**src/rtl/slcd_pkg.sv**
```systemverilog
// Shared types, constants and segment table for the segment LCD number formatter.
package slcd_pkg;

	localparam int unsigned NUM_DIGITS  = 7;
	localparam int unsigned HEAD_BEATS  = 5;
	localparam int unsigned FRAME_BYTES = 16;
	localparam int unsigned TXN_BEATS   = HEAD_BEATS + FRAME_BYTES + 1;
	localparam int unsigned QUEUE_DEPTH = 2;

	localparam logic [7:0] ADDR_RST   = 8'h70;
	localparam logic [7:0] MODE_RST   = 8'h48;
	localparam logic [7:0] SEL_RST    = 8'hE0;
	localparam logic [7:0] SIGN_MINUS = 8'h20;
	localparam logic [7:0] POINT_BIT  = 8'h08;
	localparam logic [7:0] ERROR_CODE = 8'h20;

	localparam logic [31:0] DIGIT_LIMIT = 32'd10000000;
	localparam logic [31:0] RECIP_10    = 32'hCCCCCCCD;

	typedef enum logic [1:0] {
		REG_ADDR = 2'd0,
		REG_MODE = 2'd1,
		REG_SEL  = 2'd2
	} reg_idx_t;

	typedef enum logic [1:0] {
		FE_IDLE,
		FE_CONV,
		FE_PUSH
	} fe_state_t;

	typedef enum logic {
		BE_IDLE,
		BE_SEND
	} be_state_t;

	typedef struct packed {
		logic        ovf;
		logic        neg;
		logic [2:0]  top;
		logic [NUM_DIGITS-1:0][3:0] digits;
	} item_t;

	typedef struct packed {
		logic [7:0] bus_address;
		logic [7:0] mode_word;
		logic [7:0] select_word;
	} cfg_t;

	function automatic logic [7:0] seg_code(input logic [3:0] digit);
		logic [7:0] code;
		case (digit)
			4'd0: code = 8'hD7;
			4'd1: code = 8'h03;
			4'd2: code = 8'hB6;
			4'd3: code = 8'hA7;
			4'd4: code = 8'h63;
			4'd5: code = 8'hE5;
			4'd6: code = 8'hF5;
			4'd7: code = 8'h07;
			4'd8: code = 8'hF7;
			4'd9: code = 8'hE7;
			default: code = 8'h00;
		endcase
		return code;
	endfunction

endpackage

```
**src/rtl/slcd_back.sv**
```systemverilog
// Back part: sends the 22 bus bytes of one item, one beat per cycle.
module slcd_back (
	input  logic            clk,
	input  logic            arst_n,
	input  slcd_pkg::cfg_t  cfg,
	input  logic            empty,
	input  slcd_pkg::item_t pop_data,
	output logic            pop,
	output logic            strobe,
	output logic [7:0]      bus_byte,
	output logic            start_before,
	output logic            stop_after,
	output logic            last_byte
);
	import slcd_pkg::*;

	localparam logic [4:0] BEAT_ADDR0 = 5'd0;
	localparam logic [4:0] BEAT_MODE  = 5'd1;
	localparam logic [4:0] BEAT_ADDR1 = 5'd2;
	localparam logic [4:0] BEAT_SEL   = 5'd3;
	localparam logic [4:0] BEAT_PTR   = 5'd4;
	localparam logic [4:0] BEAT_LAST  = 5'(TXN_BEATS - 1);
	localparam logic [4:0] FRAME_END  = 5'(HEAD_BEATS + FRAME_BYTES - 1);

	be_state_t  state_q;
	be_state_t  state_d;
	logic [4:0] cnt_q;
	item_t      item_q;

	logic       last;
	logic [4:0] idx;
	logic [4:0] sign_pos;
	logic [7:0] frame_byte;
	logic [7:0] byte_d;
	logic       st_d;
	logic       sp_d;
	logic       strobe_q;
	logic [7:0] byte_q;
	logic       st_q;
	logic       sp_q;
	logic       last_q;

	assign last = (cnt_q == BEAT_LAST);
	assign pop  = !empty && ((state_q == BE_IDLE) || last);

	// digit position counted from the units end of the frame
	assign idx      = FRAME_END - cnt_q;
	assign sign_pos = {2'b00, item_q.top} + 5'd1;

	always_comb begin
		if (item_q.ovf) begin
			frame_byte = ERROR_CODE;
		end else if (idx > sign_pos) begin
			frame_byte = 8'h00;
		end else if (idx == sign_pos) begin
			frame_byte = item_q.neg ? SIGN_MINUS : 8'h00;
		end else begin
			frame_byte = seg_code(item_q.digits[idx[2:0]]) |
				((idx == 5'd2) ? POINT_BIT : 8'h00);
		end
	end

	always_comb begin
		byte_d = frame_byte;
		st_d   = 1'b0;
		sp_d   = 1'b0;
		case (cnt_q)
			BEAT_ADDR0: begin
				byte_d = cfg.bus_address;
				st_d   = 1'b1;
			end
			BEAT_MODE: begin
				byte_d = cfg.mode_word;
				sp_d   = 1'b1;
			end
			BEAT_ADDR1: begin
				byte_d = cfg.bus_address;
				st_d   = 1'b1;
			end
			BEAT_SEL: byte_d = cfg.select_word;
			BEAT_PTR: byte_d = 8'h00;
			BEAT_LAST: begin
				byte_d = 8'h00;
				sp_d   = 1'b1;
			end
			default: byte_d = frame_byte;
		endcase
	end

	always_ff @(posedge clk or negedge arst_n) begin
		if (!arst_n) begin
			state_q <= BE_IDLE;
		end else begin
			state_q <= state_d;
		end
	end

	always_comb begin
		state_d = state_q;
		case (state_q)
			BE_IDLE: begin
				if (pop) begin
					state_d = BE_SEND;
				end
			end
			BE_SEND: begin
				if (last && !pop) begin
					state_d = BE_IDLE;
				end
			end
			default: state_d = BE_IDLE;
		endcase
	end

	always_ff @(posedge clk or negedge arst_n) begin
		if (!arst_n) begin
			cnt_q    <= '0;
			strobe_q <= 1'b0;
		end else begin
			strobe_q <= (state_q == BE_SEND);
			if (pop) begin
				cnt_q <= '0;
			end else if (state_q == BE_SEND) begin
				cnt_q <= cnt_q + 5'd1;
			end
		end
	end

	always_ff @(posedge clk) begin
		if (pop) begin
			item_q <= pop_data;
		end
		if (state_q == BE_SEND) begin
			byte_q <= byte_d;
			st_q   <= st_d;
			sp_q   <= sp_d;
			last_q <= last;
		end
	end

	assign strobe       = strobe_q;
	assign bus_byte     = byte_q;
	assign start_before = st_q;
	assign stop_after   = sp_q;
	assign last_byte    = last_q;

endmodule

```
**config.mk**
```make
export PLATFORM = sky130hd
export DESIGN_NAME = slcd_back
export DESIGN_NICKNAME = d
export VERILOG_FILES = /design/src/rtl/slcd_pkg.sv /design/src/rtl/slcd_back.sv
export SDC_FILE = /design/constraint.sdc
export NUM_CORES = 1
export LEC_CHECK = 0
export ABC_CLOCK_PERIOD_IN_PS = 3800
export BUFFER_PORTS_ARGS = -buffer_cell sky130_fd_sc_hd__buf_2
export CAP_MARGIN = 20
export CORE_UTILIZATION = 40
export CTS_BUF_LIST = sky130_fd_sc_hd__clkbuf_8
export DETAILED_ROUTE_END_ITERATION = 8
export PLACE_DENSITY = 0.67
export SLEW_MARGIN = 40
export SYNTH_ARGS = -nofsm -noshare
export SYNTH_HDL_FRONTEND = slang
export SYNTH_SLANG_ARGS = --single-unit
```
**constraint.sdc**
```tcl
create_clock -name clk -period 3.8 [get_ports clk]
set_input_delay 0.57 -clock clk [delete_from_list [all_inputs] [get_ports clk]]
set_output_delay 0.57 -clock clk [all_outputs]
set_load 0.03 [all_outputs]
```
==> flow_metrics.py <==
metrics = {
    "status": {
        "status": "completed",
    },
    "timing": {
        "worst_pin_slew_ns": 0.699,
        "fin_skew_ns": 0.00858,
        "finalSetupTns_ns": 0,
        "max_freq_mhz": 330,
        "fin_crit_sh_pct": 79.8,
        "fin_crit_ns": 3.03,
        "final_max_slew_viol_count": 0,
        "holdWs_ns": 0.0798,
        "hold_viol_final": 0,
        "final.setup.worst_slack_ns": 0.767,
        "rsz0062_at_grt": "no",
        "setup_violations": 0,
        "slew_headroom_pct": 53.3,
    },
    "floorplanning": {
        "die_w_um": 83.0,
        "start_util_pct": 41.3,
        "pin_count": 73,
        "dieArea_um2": 6880,
        "fp.dieH_um": 83.0,
        "rows": 29,
        "core_area_um2": 6350,
    },
    "cts": {
        "cts_hold_buffers": 0,
        "cts_tree": "yes",
        "cts_root_buf": "clkbuf_8",
        "cts_buffers": 5,
        "cts_resized": 0,
        "clk_path_buf_depth": 2,
        "cts_sinks": 51,
        "clkLatencyLatePin_ns": 0.30,
        "clk_pin_slew_worst_paths_ns": 0.09,
        "htreeDepth": 2,
        "cts_setup_buffers": 0,
    },
    "detailed_routing": {
        "viasPerCell": 5.21,
        "drt_first_iter_violations": 93,
        "vias": 1835,
        "drc_errors": 0,
        "routed_wl_mm": 4.85,
        "dr.pass1.iters": 4,
        "ant_nets": 0,
        "wl_per_cell_um": 13.8,
    },
    "worst_setup_path": {
        "crit_arrival_ns": 3.19,
        "r2r-start": "cnt_q[1]",
        "cp-endpoint": "bus_byte[5]",
        "critPathKind": "reg -> reg",
        "r2r-end": "bus_byte[5]",
        "worst_setup_path_start_kind": "flop",
        "worst-endpoint-required_ns": 3.96,
        "crit_fanout": 10,
        "critPathCaptureType": "flop",
        "rr_worst_depth": 11,
        "r2r_slack_ns": 0.77,
        "crit_path_start": "cnt_q[1]",
    },
    "global_routing": {
        "grt_max_degree": 38,
        "grt-ovfl-total": 0,
        "antenna_found_initial": 0,
        "use_met3_pct": 3.88,
        "met2_usage_pct": 22.4,
        "grtUsageTotal_pct": 14.8,
        "first_global_vias": 1727,
        "grt_pass1_wl_mm": 8.27,
        "grtUsageMet1_pct": 21.2,
        "grt_busiest_layer": "met2",
    },
    "yosys": {
        "synth-edff-count": 44,
        "ys_seq_elements": 51,
        "synthCells": 198,
        "synth_top_area_share_pct": 50.4,
        "yosysWarningCount": 0,
        "synth_area_per_cell_um2": 13.2,
        "yosysTopAreaCell": "edfxtp_1",
        "async_flop_share_pct": 13.7,
        "synthTopCellsByArea": "edfxtp_1, dfrtp_1, ha_1",
        "synth.distinct_cells": 51,
        "syn_area_um2": 2620,
        "yosys_most_used_dff": "edfxtp_1",
        "synth_fp_nets": 272,
        "ys_seq_area_share_pct": 57.1,
    },
    "placement": {
        "dp_hpwl_mm": 3.88,
        "pre_cts_ws_ns": 0.801,
        "place.gp.congestion": 0.840,
        "port_buffers": 72,
    },
    "power_and_ir_drop": {
        "p_leak_nw": 1.32,
        "combPwrFrac_pct": 57.0,
        "power_w": 0.00260,
        "p_sw_share_pct": 42.1,
        "pwr-share-clk_pct": 11.2,
        "p_per_area_nw_per_um2": 820,
        "power.internal_w": 0.00150,
        "vdd_ir_drop_max_v": 0.000319,
        "power_frac_seq_pct": 31.8,
        "p_switching_w": 0.00110,
    },
    "final_layout": {
        "drive_gt1_share_pct": 34.5,
        "finalNetCount": 348,
        "final_util_pct": 49.9,
        "register_area_um2": 1500,
        "final_cell_mix": "buf_2, edfxtp_1, o21ai_0, ha_1, nor2_1",
        "multi_input_area_um2": 1060,
        "layout_commonest_cell": "buf_2",
        "n_antenna_cell": 0,
        "area_delta_synth_final_pct": 20.9,
        "nFillCells": 561,
    },
    "hold_path": {
        "worstHoldPathType": "in -> async",
    },
    "run": {
        "drv_cap": 0,
    },
}
==> state kept, by name (all words and copies together), names as in the netlist <==
name	count
last_byte	1
item_q	33
cnt_q	5
strobe	1
stop_after	1
bus_byte	8
state_q	1
start_before	1
==> power by group through the flow <==
stage / Combinational, W / Sequential, W / Clock [W]
floorplan: 0.00113 / 0.000879 / 0
global placement: 0.00147 / 0.000835 / 0
detailed placement: 0.00148 / 0.000840 / 0
CTS: 0.00149 / 0.000827 / 0.000303
global route: 0.00167 / 0.000840 / 0.000330
finish: 0.00148 / 0.000826 / 0.000291
==> through the flow <==
step           instance area, um^2  cells
6_report                      3170    352
5_1_grt                       3170    352
4_1_cts                       3170    352
3_5_place_dp                  3090    344
3_3_place_gp                  3090    344
2_1_floorplan                 2620    198
==> area by class of cell <==
class	instances	area share, %
timing repair buffer	77	12.6
inverter	9	1.07
tap	77	3.04
multi-input combinational	130	33.5
clock buffer	5	2.17
clock inverter	3	0.474
sequential	51	47.2
==> synth_stat cells (4+ instances only) <==
| master | count |
|---|---|
| edfxtp_1 | 44 |
| ha_1 | 14 |
| o21ai_0 | 14 |
| nor2_1 | 9 |
| inv_1 | 8 |
| nand2_1 | 8 |
| a222oi_1 | 7 |
| dfrtp_1 | 7 |
| nor3_1 | 7 |
| mux2i_1 | 6 |
| xor2_1 | 5 |
| nand2b_1 | 4 |
| o211ai_1 | 4 |
| o21a_1 | 4 |
==> routing by layer <==
| metal | wire length (um) | part of all wire [%] |
|---|---|---|
| met1 | 2300 | 47 |
| met2 | 2130 | 44 |
| met3 | 357 | 7.4 |
| met4 | 58 | 1.2 |
| met5 | 0 | 0 |
==> critical path: stages, from the launching register on <==
cell,delay (ns)
dfrtp_1,0.42
inv_1,0.09
ha_1,0.25
xnor2_2,0.33
inv_2,0.16
o21ai_0,0.44
inv_1,0.13
ha_1,0.25
or4b_1,0.51
o41ai_1,0.08
nor3_1,0.08
a21oi_1,0.15
==> cell families after synthesis <==
| group | Yosys count | synth area share (%) |
|---|---|---|
| buf+inv | 17 | 2.86 |
| simple gates | 47 | 10.2 |
| flops | 51 | 57.1 |
| compound gates | 50 | 14.0 |
| xor+xnor | 9 | 3.29 |
| mux | 10 | 5.87 |
| fa+ha+maj | 14 | 6.68 |
==> worst min path at each step <==
stage / slack, ns / to / cells after the start
2_1_floorplan: 0.27 / cnt_q[0] / 0
3_3_place_gp: 0.41 / cnt_q[3] / 1
3_5_place_dp: 0.41 / cnt_q[1] / 1
4_1_cts: 0.08 / cnt_q[1] / 1
5_1_grt: 0.08 / cnt_q[1] / 1
6_report: 0.08 / cnt_q[1] / 1
(Power assumes the default switching activity.)
