==> config.mk <==
export PLATFORM = sky130hd
export DESIGN_NAME = slcd_queue
export DESIGN_NICKNAME = d
export VERILOG_FILES = /design/src/rtl/slcd_pkg.sv /design/src/rtl/slcd_queue.sv
export SDC_FILE = /design/constraint.sdc
export NUM_CORES = 1
export LEC_CHECK = 0
export BUFFER_PORTS_ARGS = -buffer_cell sky130_fd_sc_hd__buf_4
export CAP_MARGIN = 25
export CORE_MARGIN = 1.5
export CORE_UTILIZATION = 52
export DETAILED_ROUTE_END_ITERATION = 8
export GPL_ROUTABILITY_DRIVEN = 1
export PLACE_DENSITY_LB_ADDON = 0.25
export SLEW_MARGIN = 20
export SYNTH_ARGS = -nofsm -noshare
export SYNTH_HDL_FRONTEND = slang
export SYNTH_SLANG_ARGS = --single-unit
==> constraint.sdc <==
create_clock -name clk -period 3.2 [get_ports clk]
set_input_delay 0.64 -clock clk [delete_from_list [all_inputs] [get_ports clk]]
set_output_delay 0.64 -clock clk [all_outputs]
set_load 0.01 [all_outputs]
==> src/rtl/slcd_pkg.sv <==
// Shared types, constants and segment table for the segment LCD number formatter.
package slcd_pkg;

	localparam int unsigned NUM_DIGITS  = 7;
	localparam int unsigned HEAD_BEATS  = 5;
	localparam int unsigned FRAME_BYTES = 16;
	localparam int unsigned TXN_BEATS   = HEAD_BEATS + FRAME_BYTES + 1;
	localparam int unsigned QUEUE_DEPTH = 2;

	localparam logic [7:0] ADDR_RST   = 8'h70;
	localparam logic [7:0] MODE_RST   = 8'h48;
	localparam logic [7:0] SEL_RST    = 8'hE0;
	localparam logic [7:0] SIGN_MINUS = 8'h20;
	localparam logic [7:0] POINT_BIT  = 8'h08;
	localparam logic [7:0] ERROR_CODE = 8'h20;

	localparam logic [31:0] DIGIT_LIMIT = 32'd10000000;
	localparam logic [31:0] RECIP_10    = 32'hCCCCCCCD;

	typedef enum logic [1:0] {
		REG_ADDR = 2'd0,
		REG_MODE = 2'd1,
		REG_SEL  = 2'd2
	} reg_idx_t;

	typedef enum logic [1:0] {
		FE_IDLE,
		FE_CONV,
		FE_PUSH
	} fe_state_t;

	typedef enum logic {
		BE_IDLE,
		BE_SEND
	} be_state_t;

	typedef struct packed {
		logic        ovf;
		logic        neg;
		logic [2:0]  top;
		logic [NUM_DIGITS-1:0][3:0] digits;
	} item_t;

	typedef struct packed {
		logic [7:0] bus_address;
		logic [7:0] mode_word;
		logic [7:0] select_word;
	} cfg_t;

	function automatic logic [7:0] seg_code(input logic [3:0] digit);
		logic [7:0] code;
		case (digit)
			4'd0: code = 8'hD7;
			4'd1: code = 8'h03;
			4'd2: code = 8'hB6;
			4'd3: code = 8'hA7;
			4'd4: code = 8'h63;
			4'd5: code = 8'hE5;
			4'd6: code = 8'hF5;
			4'd7: code = 8'h07;
			4'd8: code = 8'hF7;
			4'd9: code = 8'hE7;
			default: code = 8'h00;
		endcase
		return code;
	endfunction

endpackage

==> src/rtl/slcd_queue.sv <==
// Small FIFO of converted items between the front and back parts.
module slcd_queue #(
	parameter int unsigned DEPTH = slcd_pkg::QUEUE_DEPTH
) (
	input  logic            clk,
	input  logic            arst_n,
	input  logic            push,
	input  slcd_pkg::item_t push_data,
	output logic            full,
	input  logic            pop,
	output slcd_pkg::item_t pop_data,
	output logic            empty
);
	import slcd_pkg::*;

	localparam int unsigned PTR_W = (DEPTH > 1) ? $clog2(DEPTH) : 1;
	localparam int unsigned CNT_W = $clog2(DEPTH + 1);

	item_t            mem_q [DEPTH];
	logic [PTR_W-1:0] wr_ptr_q;
	logic [PTR_W-1:0] rd_ptr_q;
	logic [CNT_W-1:0] count_q;

	assign full     = (count_q == CNT_W'(DEPTH));
	assign empty    = (count_q == '0);
	assign pop_data = mem_q[rd_ptr_q];

	always_ff @(posedge clk or negedge arst_n) begin
		if (!arst_n) begin
			wr_ptr_q <= '0;
			rd_ptr_q <= '0;
			count_q  <= '0;
		end else begin
			if (push) begin
				wr_ptr_q <= (wr_ptr_q == PTR_W'(DEPTH - 1)) ? '0 : wr_ptr_q + 1'b1;
			end
			if (pop) begin
				rd_ptr_q <= (rd_ptr_q == PTR_W'(DEPTH - 1)) ? '0 : rd_ptr_q + 1'b1;
			end
			if (push && !pop) begin
				count_q <= count_q + 1'b1;
			end else if (pop && !push) begin
				count_q <= count_q - 1'b1;
			end
		end
	end

	always_ff @(posedge clk) begin
		if (push) begin
			mem_q[wr_ptr_q] <= push_data;
		end
	end

endmodule

==> flow_summary.rst, run 1 <==
.. list-table::
   :header-rows: 1

   * - Metric
     - Value
   * - Final critical-path required period
     - between 2 and 2.5 ns
   * - Buffers from clock root to sink, at most
     - 2
   * - Wire length reported by the detailed router
     - 4360 µm
   * - Number of buffers added to fix hold violations after cts
     - 0
   * - EDFF count, synth
     - 66
   * - XOR/XNOR share of the synthesized area
     - 1.61%
   * - Final clock period utilization by the worst path
     - 76.5%
   * - Number of cells traversed by the worst register-to-register path
     - 1
   * - Residual DRC count
     - 0
   * - Clock input transition at the sequential cells of the worst setup and hold paths
     - 0.06 ns
   * - Clock tree from TritonCTS
     - built
   * - Crit. End Element
     - output port
   * - Number of setup buffers added after CTS
     - 0
   * - Half-perimeter wire length after placement
     - approximately 2900 µm
   * - YS warnings
     - 0
   * - Ys flop type
     - sky130_fd_sc_hd__edfxtp_1
   * - Highest fanout seen on the critical path
     - 20
   * - Element type at the critical path start
     - register
   * - Share of post-route cells with drive strength above 1
     - 59.6%
   * - Register area
     - 2080 µm²
   * - Kind of critical path
     - reg2out
   * - Avg WL per Cell
     - 16.0 µm
   * - Number of unique standard cell types used by synthesis
     - 13
   * - Critical Path RT
     - 2.56 ns
   * - Effective utilization at floorplan
     - 53.6%
   * - Number of antenna violations at the first check in global routing
     - 0
   * - Worst hold-check path type
     - in2async
   * - Fraction of synthesized cell area taken by the top area cell type
     - 72.9%
   * - Async set-or-reset flop fraction in the synthesized netlist
     - 5.71%
   * - Max-slew headroom at the worst pin
     - roughly 37%
   * - Clock insertion delay at the later pin of the skew report
     - 0.33 ns
   * - Die area
     - 5670 µm²
   * - Cell type contributing the most total cell area after synthesis
     - sky130_fd_sc_hd__edfxtp_1
   * - Total inserted antenna cells
     - 0
   * - IO Pins
     - 72
   * - RSZ-0062 raised after global routing
     - no
   * - Setup violators final
     - 0
   * - # Max-Cap Violations
     - 0
   * - Placement row count
     - 26
   * - Count of routing violations after the opening detailed-route iteration
     - 51
   * - Total overflow reported by the global router
     - 0
   * - Vertical die dimension
     - about 75 µm
   * - Share of synthesized cell area in and, or, nand and nor gates
     - 0.966%
   * - Filler Cell Count
     - 359
   * - Outcome
     - finished, final reports clean
   * - Skew final
     - around 0.0055 ns
   * - Final sum of negative setup slack
     - 0 ns
   * - Startpoint of the worst setup timing path
     - rd_ptr_q$_DFFE_PN0P_
   * - Proportion of synthesized chip area in sequential cells
     - 76.5%
   * - Top cells by count, synth
     - sky130_fd_sc_hd__edfxtp_1 (66), sky130_fd_sc_hd__mux2_4 (29), sky130_fd_sc_hd__dfrtp_1 (4), sky130_fd_sc_hd__mux2_2 (4), sky130_fd_sc_hd__xor2_1 (4)
   * - First drt pass iteration count
     - 4
   * - Vias in the first global route
     - 1331
   * - Worst flop-to-flop path startpoint
     - wr_ptr_q$_DFFE_PN0P_
   * - Core area
     - 5070 µm²
   * - Largest net degree at the start of global routing
     - 34
   * - Arrival time reported for the critical path endpoint
     - 1.81 ns
   * - Total power per unit cell area
     - 870 nW/µm²
   * - Count of input and output buffers
     - 71
   * - Leakage power of the design
     - about 1.4 nW
   * - CTS H-Tree Depth
     - 3
   * - Mapped cell area
     - 2720 µm²
   * - Worst vdd rail ir drop
     - 0.000602 V
   * - Compound-cell area share of the yosys netlist
     - 0%
   * - GR Util All Layers
     - between 10% and 20%
   * - Buffer type at the clock tree root
     - sky130_fd_sc_hd__clkbuf_8
   * - Multiplexer share of the synthesized area
     - between 15 and 20%
   * - Total number of vias
     - 1316
   * - Average cell area after synthesis
     - 22.9 µm²
   * - Area overhead of the layout relative to synthesis
     - 28.8%
   * - Die W
     - 75.3 µm
   * - TritonCTS sink count
     - 70
   * - Final Hold Violating Endpoints
     - 0
   * - Maximum operating frequency
     - around 0.41 GHz
   * - Via density per instance
     - between 4 and 5
   * - Setup slack of the worst register-to-register path
     - 1.62 ns
   * - Post_cts resized
     - 0
   * - Most frequent cell after synthesis
     - sky130_fd_sc_hd__edfxtp_1
   * - Dominant cells by area after synthesis
     - sky130_fd_sc_hd__edfxtp_1 (73%), sky130_fd_sc_hd__mux2_4 (16%), sky130_fd_sc_hd__dfrtp_1 (3.7%)
   * - Post-detailed-route count of antenna-violating nets
     - 0
   * - Post-synthesis adder-cell area fraction
     - 0.460%
   * - Number of nets produced by synthesis
     - 157
   * - Slew at the pin with the worst max-slew slack
     - 0.950 ns
   * - First-pass GRT wire length
     - 6510 µm
   * - Worst hold-check slack
     - 0.0943 ns
   * - Final Max Slew Viols
     - 0
   * - Cts bufs inserted
     - 9
   * - Number of storage elements in the synthesis netlist
     - 70
   * - Net total in the final layout
     - 236
   * - Overall power of the completed layout
     - 3.05 mW
   * - Area of the multi-input gates
     - between 500 and 600 µm²
   * - RePlAce Congestion
     - 0.703
   * - Synthesized instance count
     - 119
   * - Combinational family with the most area after synthesis
     - multiplexers
==> layout by cell type (no fill, tap or decap), drive strengths merged <==
| master | instances |
|---|---|
| mux2 | 33 |
| nor2 | 2 |
| buf | 72 |
| inv | 1 |
| edfxtp | 66 |
| nor2b | 2 |
| dfrtp | 4 |
| clkbuf | 11 |
| and2 | 1 |
| bufinv | 2 |
| ha | 1 |
| xor2 | 4 |
| clkinv | 3 |
| xnor2 | 1 |
==> critical path, stage by stage, from the launching register on <==
cell,delay [ns]
sky130_fd_sc_hd__dfrtp_2,0.75
sky130_fd_sc_hd__buf_12,0.25
sky130_fd_sc_hd__mux2_4,0.32
sky130_fd_sc_hd__buf_4,0.15
==> state kept, by name, indices dropped and copies added, names as in the netlist <==
signal and flops:
wr_ptr_q 1, rd_ptr_q 1, mem_q 66, count_q 2
==> cell families (layout without fill, tap and decap cells) <==
logic type	Yosys count	count (layout)
XOR/XNOR	5	5
adder cells (fa/ha/maj)	1	1
buffers and inverters	5	89
flip-flops	70	70
multiplexers	33	33
AND/OR/NAND/NOR	5	5
==> power breakdown <==
group / total (mW) / leakage, nW / switching, mW / internal [mW]
sequential: 1.36 / 0.665 / 0.131 / 1.22
clock: 0.726 / 0.105 / 0.292 / 0.434
combinational: 0.967 / 0.655 / 0.385 / 0.582
==> routing by layer <==
| metal | up-vias | global-route usage [%] | routed length, µm |
|---|---|---|---|
| li1 | 615 | - | - |
| met1 | 635 | 19.6 | 1700 |
| met2 | 53 | 27.9 | 2270 |
| met3 | 13 | 5.03 | 280 |
| met4 | 0 | 10.1 | 110 |
| met5 | - | 0 | 0 |
==> path summary, 6_finish.rpt <==
path                                     endpoint
max                                  pop_data[25]
max in group asynchronous    rd_ptr_q$_DFFE_PN0P_
min in group clk             rd_ptr_q$_DFFE_PN0P_
min                        count_q[0]$_DFFE_PN0P_
min reg2reg                count_q[1]$_DFFE_PN0P_
max reg2reg                 mem_q[0][0]$_DFFE_PP_
==> cell type report <==
cell class | count | area share (%)
flip-flops and latches | 70 | 59.4
clock inverters | 5 | 2.11
inverters | 1 | 0.107
multi-input cells | 44 | 16.3
clock buffers | 11 | 3.75
repair buffers | 72 | 15.8
well taps | 70 | 2.50
==> through the flow <==
step | std cells | util, % | setup WS [ns] | cell area, µm²
after detailed placement | 257 | 65.0 | 1.10 | 3300
after global routing | 273 | 69.1 | 0.675 | 3500
after floorplan | 119 | - | 0.643 | 2720
after CTS | 273 | 69.1 | 0.719 | 3500
final | 273 | 69.1 | 0.752 | 3500
after global placement | 257 | 65.0 | 1.12 | 3300
Power figures use the tool's default switching activity.
==> run 2, diff against run 1 <==
- CORE_UTILIZATION: 52 -> 47
- clock period: 3.2 -> 2.2 ns (I/O delays scaled with it)
==> run 2 against run 1 <==
Effect of this change: setup slack got worse by 0.53 ns; combinational power is 59% higher; clock power rose by 33%; hold slack better by 0.19 ns; clock skew about the same; register-to-register slack worse by 0.84 ns; clock-buffer cell count fell by 2; via count is 1.1% lower; critical path type unchanged; largest cell class unchanged; largest power group unchanged.
==> flow_summary.rst, run 2 (synthesis results as in run 1) <==
.. list-table::
   :header-rows: 1

   * - Metric
     - Value
   * - Element type at the critical path start
     - register
   * - Clock insertion delay at the later pin of the skew report
     - approximately 0.34 ns
   * - Slew at the pin with the worst max-slew slack
     - roughly 0.47 ns
   * - Post-detailed-route count of antenna-violating nets
     - 0
   * - Setup violators final
     - 0
   * - Final critical-path required period
     - about 2.0 ns
   * - Startpoint of the worst setup timing path
     - rd_ptr_q$_DFFE_PN0P_
   * - Outcome
     - finished, final reports clean
   * - Count of routing violations after the opening detailed-route iteration
     - 69
   * - Net total in the final layout
     - 240
   * - RePlAce Congestion
     - 0.665
   * - # Max-Cap Violations
     - 0
   * - Max-slew headroom at the worst pin
     - 68.4%
   * - Final clock period utilization by the worst path
     - 89.7%
   * - Avg WL per Cell
     - 15.2 µm
   * - Dominant cell type by count on the critical path
     - sky130_fd_sc_hd__buf_4
   * - CP cell instances
     - buf_4 > mux2_4 > buf_4
   * - Highest fanout seen on the critical path
     - 20
   * - IO Pins
     - 72
   * - Final sum of negative setup slack
     - 0 ns
   * - Worst flop-to-flop path startpoint
     - wr_ptr_q$_DFFE_PN0P_
   * - Biggest registers after layout
     - mem_q (66), count_q (2)
   * - Vertical die dimension
     - about 79 µm
   * - Maximum operating frequency
     - ~0.51 GHz
   * - Worst vdd rail ir drop
     - 0.000752 V
   * - Startpoint of the lowest-slack hold path
     - push_data[9]
   * - Critical Path RT
     - 1.76 ns
   * - Vias in the first global route
     - 1380
   * - Core area
     - 5540 µm²
   * - Count of input and output buffers
     - 71
   * - Cts bufs inserted
     - 9
   * - GR Util All Layers
     - 14.9%
   * - Half-perimeter wire length after placement
     - 2880 µm
   * - Crit path setup slack, layout
     - 0.227 ns
   * - Placement row count
     - 27
   * - Die area
     - 6250 µm²
   * - Total number of vias
     - around 1300
   * - Leakage power of the design
     - about 1.4 nW
   * - Kind of critical path
     - reg2out
   * - Wire length reported by the detailed router
     - 4250 µm
   * - RSZ-0062 raised after global routing
     - no
   * - First drt pass iteration count
     - 4
   * - Total overflow reported by the global router
     - 0
   * - Leading cell types in the layout, fill and taps excluded
     - sky130_fd_sc_hd__buf_4 (73), sky130_fd_sc_hd__edfxtp_1 (66), sky130_fd_sc_hd__mux2_4 (29)
   * - Area overhead of the layout relative to synthesis
     - 30.0%
   * - Total power per unit cell area
     - 1240 nW/µm²
   * - Crit. End Element
     - output port
   * - Final Hold Violating Endpoints
     - 0
   * - CTS H-Tree Depth
     - 3
   * - Most frequent standard cell in the layout excluding fill and tap cells
     - sky130_fd_sc_hd__buf_4
   * - Largest net degree at the start of global routing
     - 21
   * - Clock input transition at the sequential cells of the worst setup and hold paths
     - 0.07 ns
   * - Register name with the most flops
     - mem_q
   * - Buffers from clock root to sink, at most
     - 2
   * - Setup WS pre-CTS
     - 0.575 ns
   * - Worst hold-check path type
     - in2reg
   * - Residual DRC count
     - 0
   * - Buffer type at the clock tree root
     - sky130_fd_sc_hd__clkbuf_8
   * - Largest stage delay on the critical path
     - 0.36 ns
   * - First-pass GRT wire length
     - 6560 µm
   * - Via density per instance
     - 4.67
   * - TritonCTS sink count
     - 70
   * - Number of setup buffers added after CTS
     - 0
   * - Worst-path cell with the longest stage delay
     - sky130_fd_sc_hd__dfrtp_2
   * - Share of post-route cells with drive strength above 1
     - roughly three fifths
   * - Final Max Slew Viols
     - 0
   * - Die W
     - 79.1 µm
   * - Max FFs per register
     - 66
   * - Arrival time reported for the critical path endpoint
     - 1.53 ns
   * - Skew final
     - 0.00505 ns
   * - Effective utilization at floorplan
     - 49.1%
   * - Number of antenna violations at the first check in global routing
     - 0
   * - Clock tree from TritonCTS
     - built
   * - Total inserted antenna cells
     - 0
## run 2: changes by cell type in the layout (fill, tap and decap cells not counted), sizes merged
cell,previous run,this run
buf,72,75
bufinv,2,1
clkbuf,11,9
clkinvlp,0,3
dlygate4sd3,0,1
## run 2: critical path: cells and delay by family, from the launching register on
family                 cells  cell delay, ns
buffers and inverters      2            0.49
DFF                        1            0.36
muxes                      1            0.34
## run 2: layout make-up
class	count	area, µm²
multi-input cells	44	572
clock inverters	7	65.1
fillers	413	2000
clock buffers	9	124
repair buffers	76	598
inverters	1	3.75
flip-flops and latches	70	2080
well taps	72	90.1
## run 2: path summary, 6_finish.rpt
kind	to	slack, ns	cells after the start
worst max-delay path	pop_data[3]	0.23	3
min in group asynchronous	wr_ptr_q$_DFFE_PN0P_	0.44	2
worst max register to register	mem_q[1][0]$_DFFE_PP_	0.78	2
worst min-delay path	mem_q[1][9]$_DFFE_PP_	0.28	1
worst min register to register	count_q[1]$_DFFE_PN0P_	0.50	1
max in group asynchronous	rd_ptr_q$_DFFE_PN0P_	1.65	2
## run 2: through the flow
stage	util [%]	hold slack, ns	total power, mW	instances	cell area (µm²)
6_report	63.8	0.281	4.37	279	3540
2_1_floorplan	-	0.144	2.91	119	2720
3_5_place_dp	60.2	0.241	3.46	262	3340
4_1_cts	63.8	0.266	4.43	279	3540
5_1_grt	63.8	0.259	4.58	279	3540
3_3_place_gp	60.2	0.236	3.41	262	3340
## run 2: routing by layer
metal | wire length (µm) | vias up | global-route usage (%)
met4 | 104 | 0 | 8.95
met2 | 2160 | 49 | 24.4
met5 | 0 | - | 0
li1 | - | 625 | -
met3 | 293 | 10 | 5.17
met1 | 1690 | 618 | 16.7
## run 2: timing repair
action	CTS	global route
hold endpoints to repair	4	0
hold buffers	1	0
gates resized for setup	0	0
## run 2: power by group
group	internal, mW	switching (mW)
logic	0.875	0.662
clock network	0.512	0.452
registers	1.78	0.0909
total	3.16	1.20
==> run 3, diff against run 2 <==
- CORE_ASPECT_RATIO: default -> 0.8
==> run 3 against run 2 <==
Effect of this change: global-route usage increased by 0.51 points; register-to-register slack better by 0.05 ns; clock skew is essentially flat; clock power down 8.9%; total power fell by 2.0%; cell count up 2.5%; critical path depth unchanged; non-clock buffer count grew 1; sequential cell count unchanged.
==> flow_summary.rst, run 3 (synthesis results as in run 1) <==
.. list-table::
   :header-rows: 1

   * - Metric
     - Value
   * - Total inserted antenna cells
     - 0
   * - Arrival time reported for the critical path endpoint
     - 1.53 ns
   * - Total overflow reported by the global router
     - 0
   * - Avg WL per Cell
     - roughly 15 µm
   * - Kind of critical path
     - reg2out
   * - Half-perimeter wire length after placement
     - 3080 µm
   * - CTS H-Tree Depth
     - 3
   * - Clock insertion delay at the later pin of the skew report
     - ~0.33 ns
   * - Largest net degree at the start of global routing
     - 21
   * - Critical Path RT
     - 1.76 ns
   * - Most frequent standard cell in the layout excluding fill and tap cells
     - sky130_fd_sc_hd__buf_4
   * - Maximum operating frequency
     - between 0.5 and 0.6 GHz
   * - GR Util All Layers
     - about 15%
   * - Crit. End Element
     - output port
   * - # Max-Cap Violations
     - 0
   * - Cts bufs inserted
     - 9
   * - Worst vdd rail ir drop
     - 0.000568 V
   * - Number of setup buffers added after CTS
     - 0
   * - Biggest registers after layout
     - mem_q (66), count_q (2)
   * - Leakage power of the design
     - about 1.4 nW
   * - Register name with the most flops
     - mem_q
   * - Clock input transition at the sequential cells of the worst setup and hold paths
     - 0.07 ns
   * - Number of buffers added to fix hold violations after cts
     - 1
   * - Max FFs per register
     - 66
   * - Final core area utilization
     - between 60% and 70%
   * - Die W
     - between 80 and 90 µm
   * - Setup slack of the worst register-to-register path
     - 0.83 ns
   * - RePlAce Congestion
     - between 0.6 and 0.7
   * - Final clock period utilization by the worst path
     - between 80% and 90%
   * - Worst hold-check path type
     - in2reg
   * - Buffers from clock root to sink, at most
     - 2
   * - First drt pass iteration count
     - 3
   * - Post-detailed-route count of antenna-violating nets
     - 0
   * - Total power per unit cell area
     - 1210 nW/µm²
   * - Number of antenna violations at the first check in global routing
     - 0
   * - First-pass GRT wire length
     - 6760 µm
   * - Share of post-route cells with drive strength above 1
     - 60.1%
   * - Post_cts resized
     - 0
   * - Final Hold Violating Endpoints
     - 0
   * - Core area
     - around 5500 µm²
   * - Max-slew headroom at the worst pin
     - 73.8%
   * - Count of input and output buffers
     - 71
   * - IO Pins
     - just over 70
   * - Net total in the final layout
     - 241
   * - Clock tree from TritonCTS
     - built
   * - Leading cell types in the layout, fill and taps excluded
     - sky130_fd_sc_hd__buf_4 (75), sky130_fd_sc_hd__edfxtp_1 (66), sky130_fd_sc_hd__mux2_4 (29)
   * - Final critical-path required period
     - 1.97 ns
   * - Die area
     - between 6000 and 7000 µm²
   * - Placement row count
     - 24
   * - TritonCTS sink count
     - 70
   * - Worst hold-check slack
     - approximately 0.29 ns
   * - Vias in the first global route
     - 1413
   * - Skew final
     - 0.00508 ns
   * - Effective utilization at floorplan
     - 49.2%
   * - Slew at the pin with the worst max-slew slack
     - 0.393 ns
   * - Setup violators final
     - 0
   * - Highest fanout seen on the critical path
     - 20
   * - Count of routing violations after the opening detailed-route iteration
     - between 40 and 50
   * - Area overhead of the layout relative to synthesis
     - 29.5%
   * - RSZ-0062 raised after global routing
     - no
   * - Element type at the critical path start
     - register
   * - Total number of vias
     - ~1300
   * - Buffer type at the clock tree root
     - sky130_fd_sc_hd__clkbuf_8
   * - Final sum of negative setup slack
     - 0 ns
   * - Final Max Slew Viols
     - 0
   * - Vertical die dimension
     - 71.0 µm
   * - Wire length reported by the detailed router
     - 4340 µm
   * - Filler Cell Count
     - 417
   * - Residual DRC count
     - 0
   * - Outcome
     - finished, final reports clean
   * - Via density per instance
     - 4.56
run 3: cell types whose count changed in the layout (fill, tap and decap cells not counted), sizes merged:
cell,previous run,this run
bufinv,1,0
clkinv,3,2
clkbuf,9,14
clkinvlp,3,0
buf,75,76
run 3: routing by layer:
layer	share of wire, %	vias to the layer above	track usage (%)	wire length (µm)
met2	54	42	26.3	2330
li1	-	626	-	-
met4	0.88	0	6.25	38
met5	0	-	0	0
met3	6.3	5	7.23	274
met1	39	631	16.4	1690
run 3: worst paths after layout:
kind	start	to	cells after the start
setup / recovery	rd_ptr_q$_DFFE_PN0P_	pop_data[23]	3
hold / removal	push_data[6]	mem_q[0][6]$_DFFE_PP_	1
setup reg to reg	wr_ptr_q$_DFFE_PN0P_	mem_q[1][23]$_DFFE_PP_	2
hold reg to reg	count_q[1]$_DFFE_PN0P_	count_q[1]$_DFFE_PN0P_	1
max in group asynchronous	arst_n	rd_ptr_q$_DFFE_PN0P_	2
min in group asynchronous	arst_n	wr_ptr_q$_DFFE_PN0P_	2
run 3: through the flow:
step	power, mW	cell area [µm²]	setup WS [ns]	std cells
after global routing	4.51	3520	0.151	286
final	4.28	3520	0.233	286
after floorplan	2.91	2720	0.455	119
after CTS	4.35	3520	0.204	286
after detailed placement	3.46	3340	0.578	269
after global placement	3.40	3340	0.615	269
run 3: where the power goes:
part / internal, mW / switching (mW) / leakage, nW
Clock: 0.468 / 0.410 / 0.0905
Sequential: 1.78 / 0.0927 / 0.665
Combinational: 0.869 / 0.662 / 0.679
Total: 3.11 / 1.16 / 1.43
run 3: cell type report:
type                       count  area (µm²)  share of cell area [%]
inverter                       1        3.75                   0.107
timing repair buffer          77         593                    16.8
clock inverter                 2        10.0                   0.284
clock buffer                  14         163                    4.62
sequential                    70        2080                    59.1
tap                           78        97.6                    2.77
multi-input combinational     44         572                    16.2
run 3: critical path, stage by stage (launching register included):
cell	delay, ns
sky130_fd_sc_hd__dfrtp_2	0.36
sky130_fd_sc_hd__buf_4	0.34
sky130_fd_sc_hd__mux2_4	0.34
sky130_fd_sc_hd__buf_4	0.15
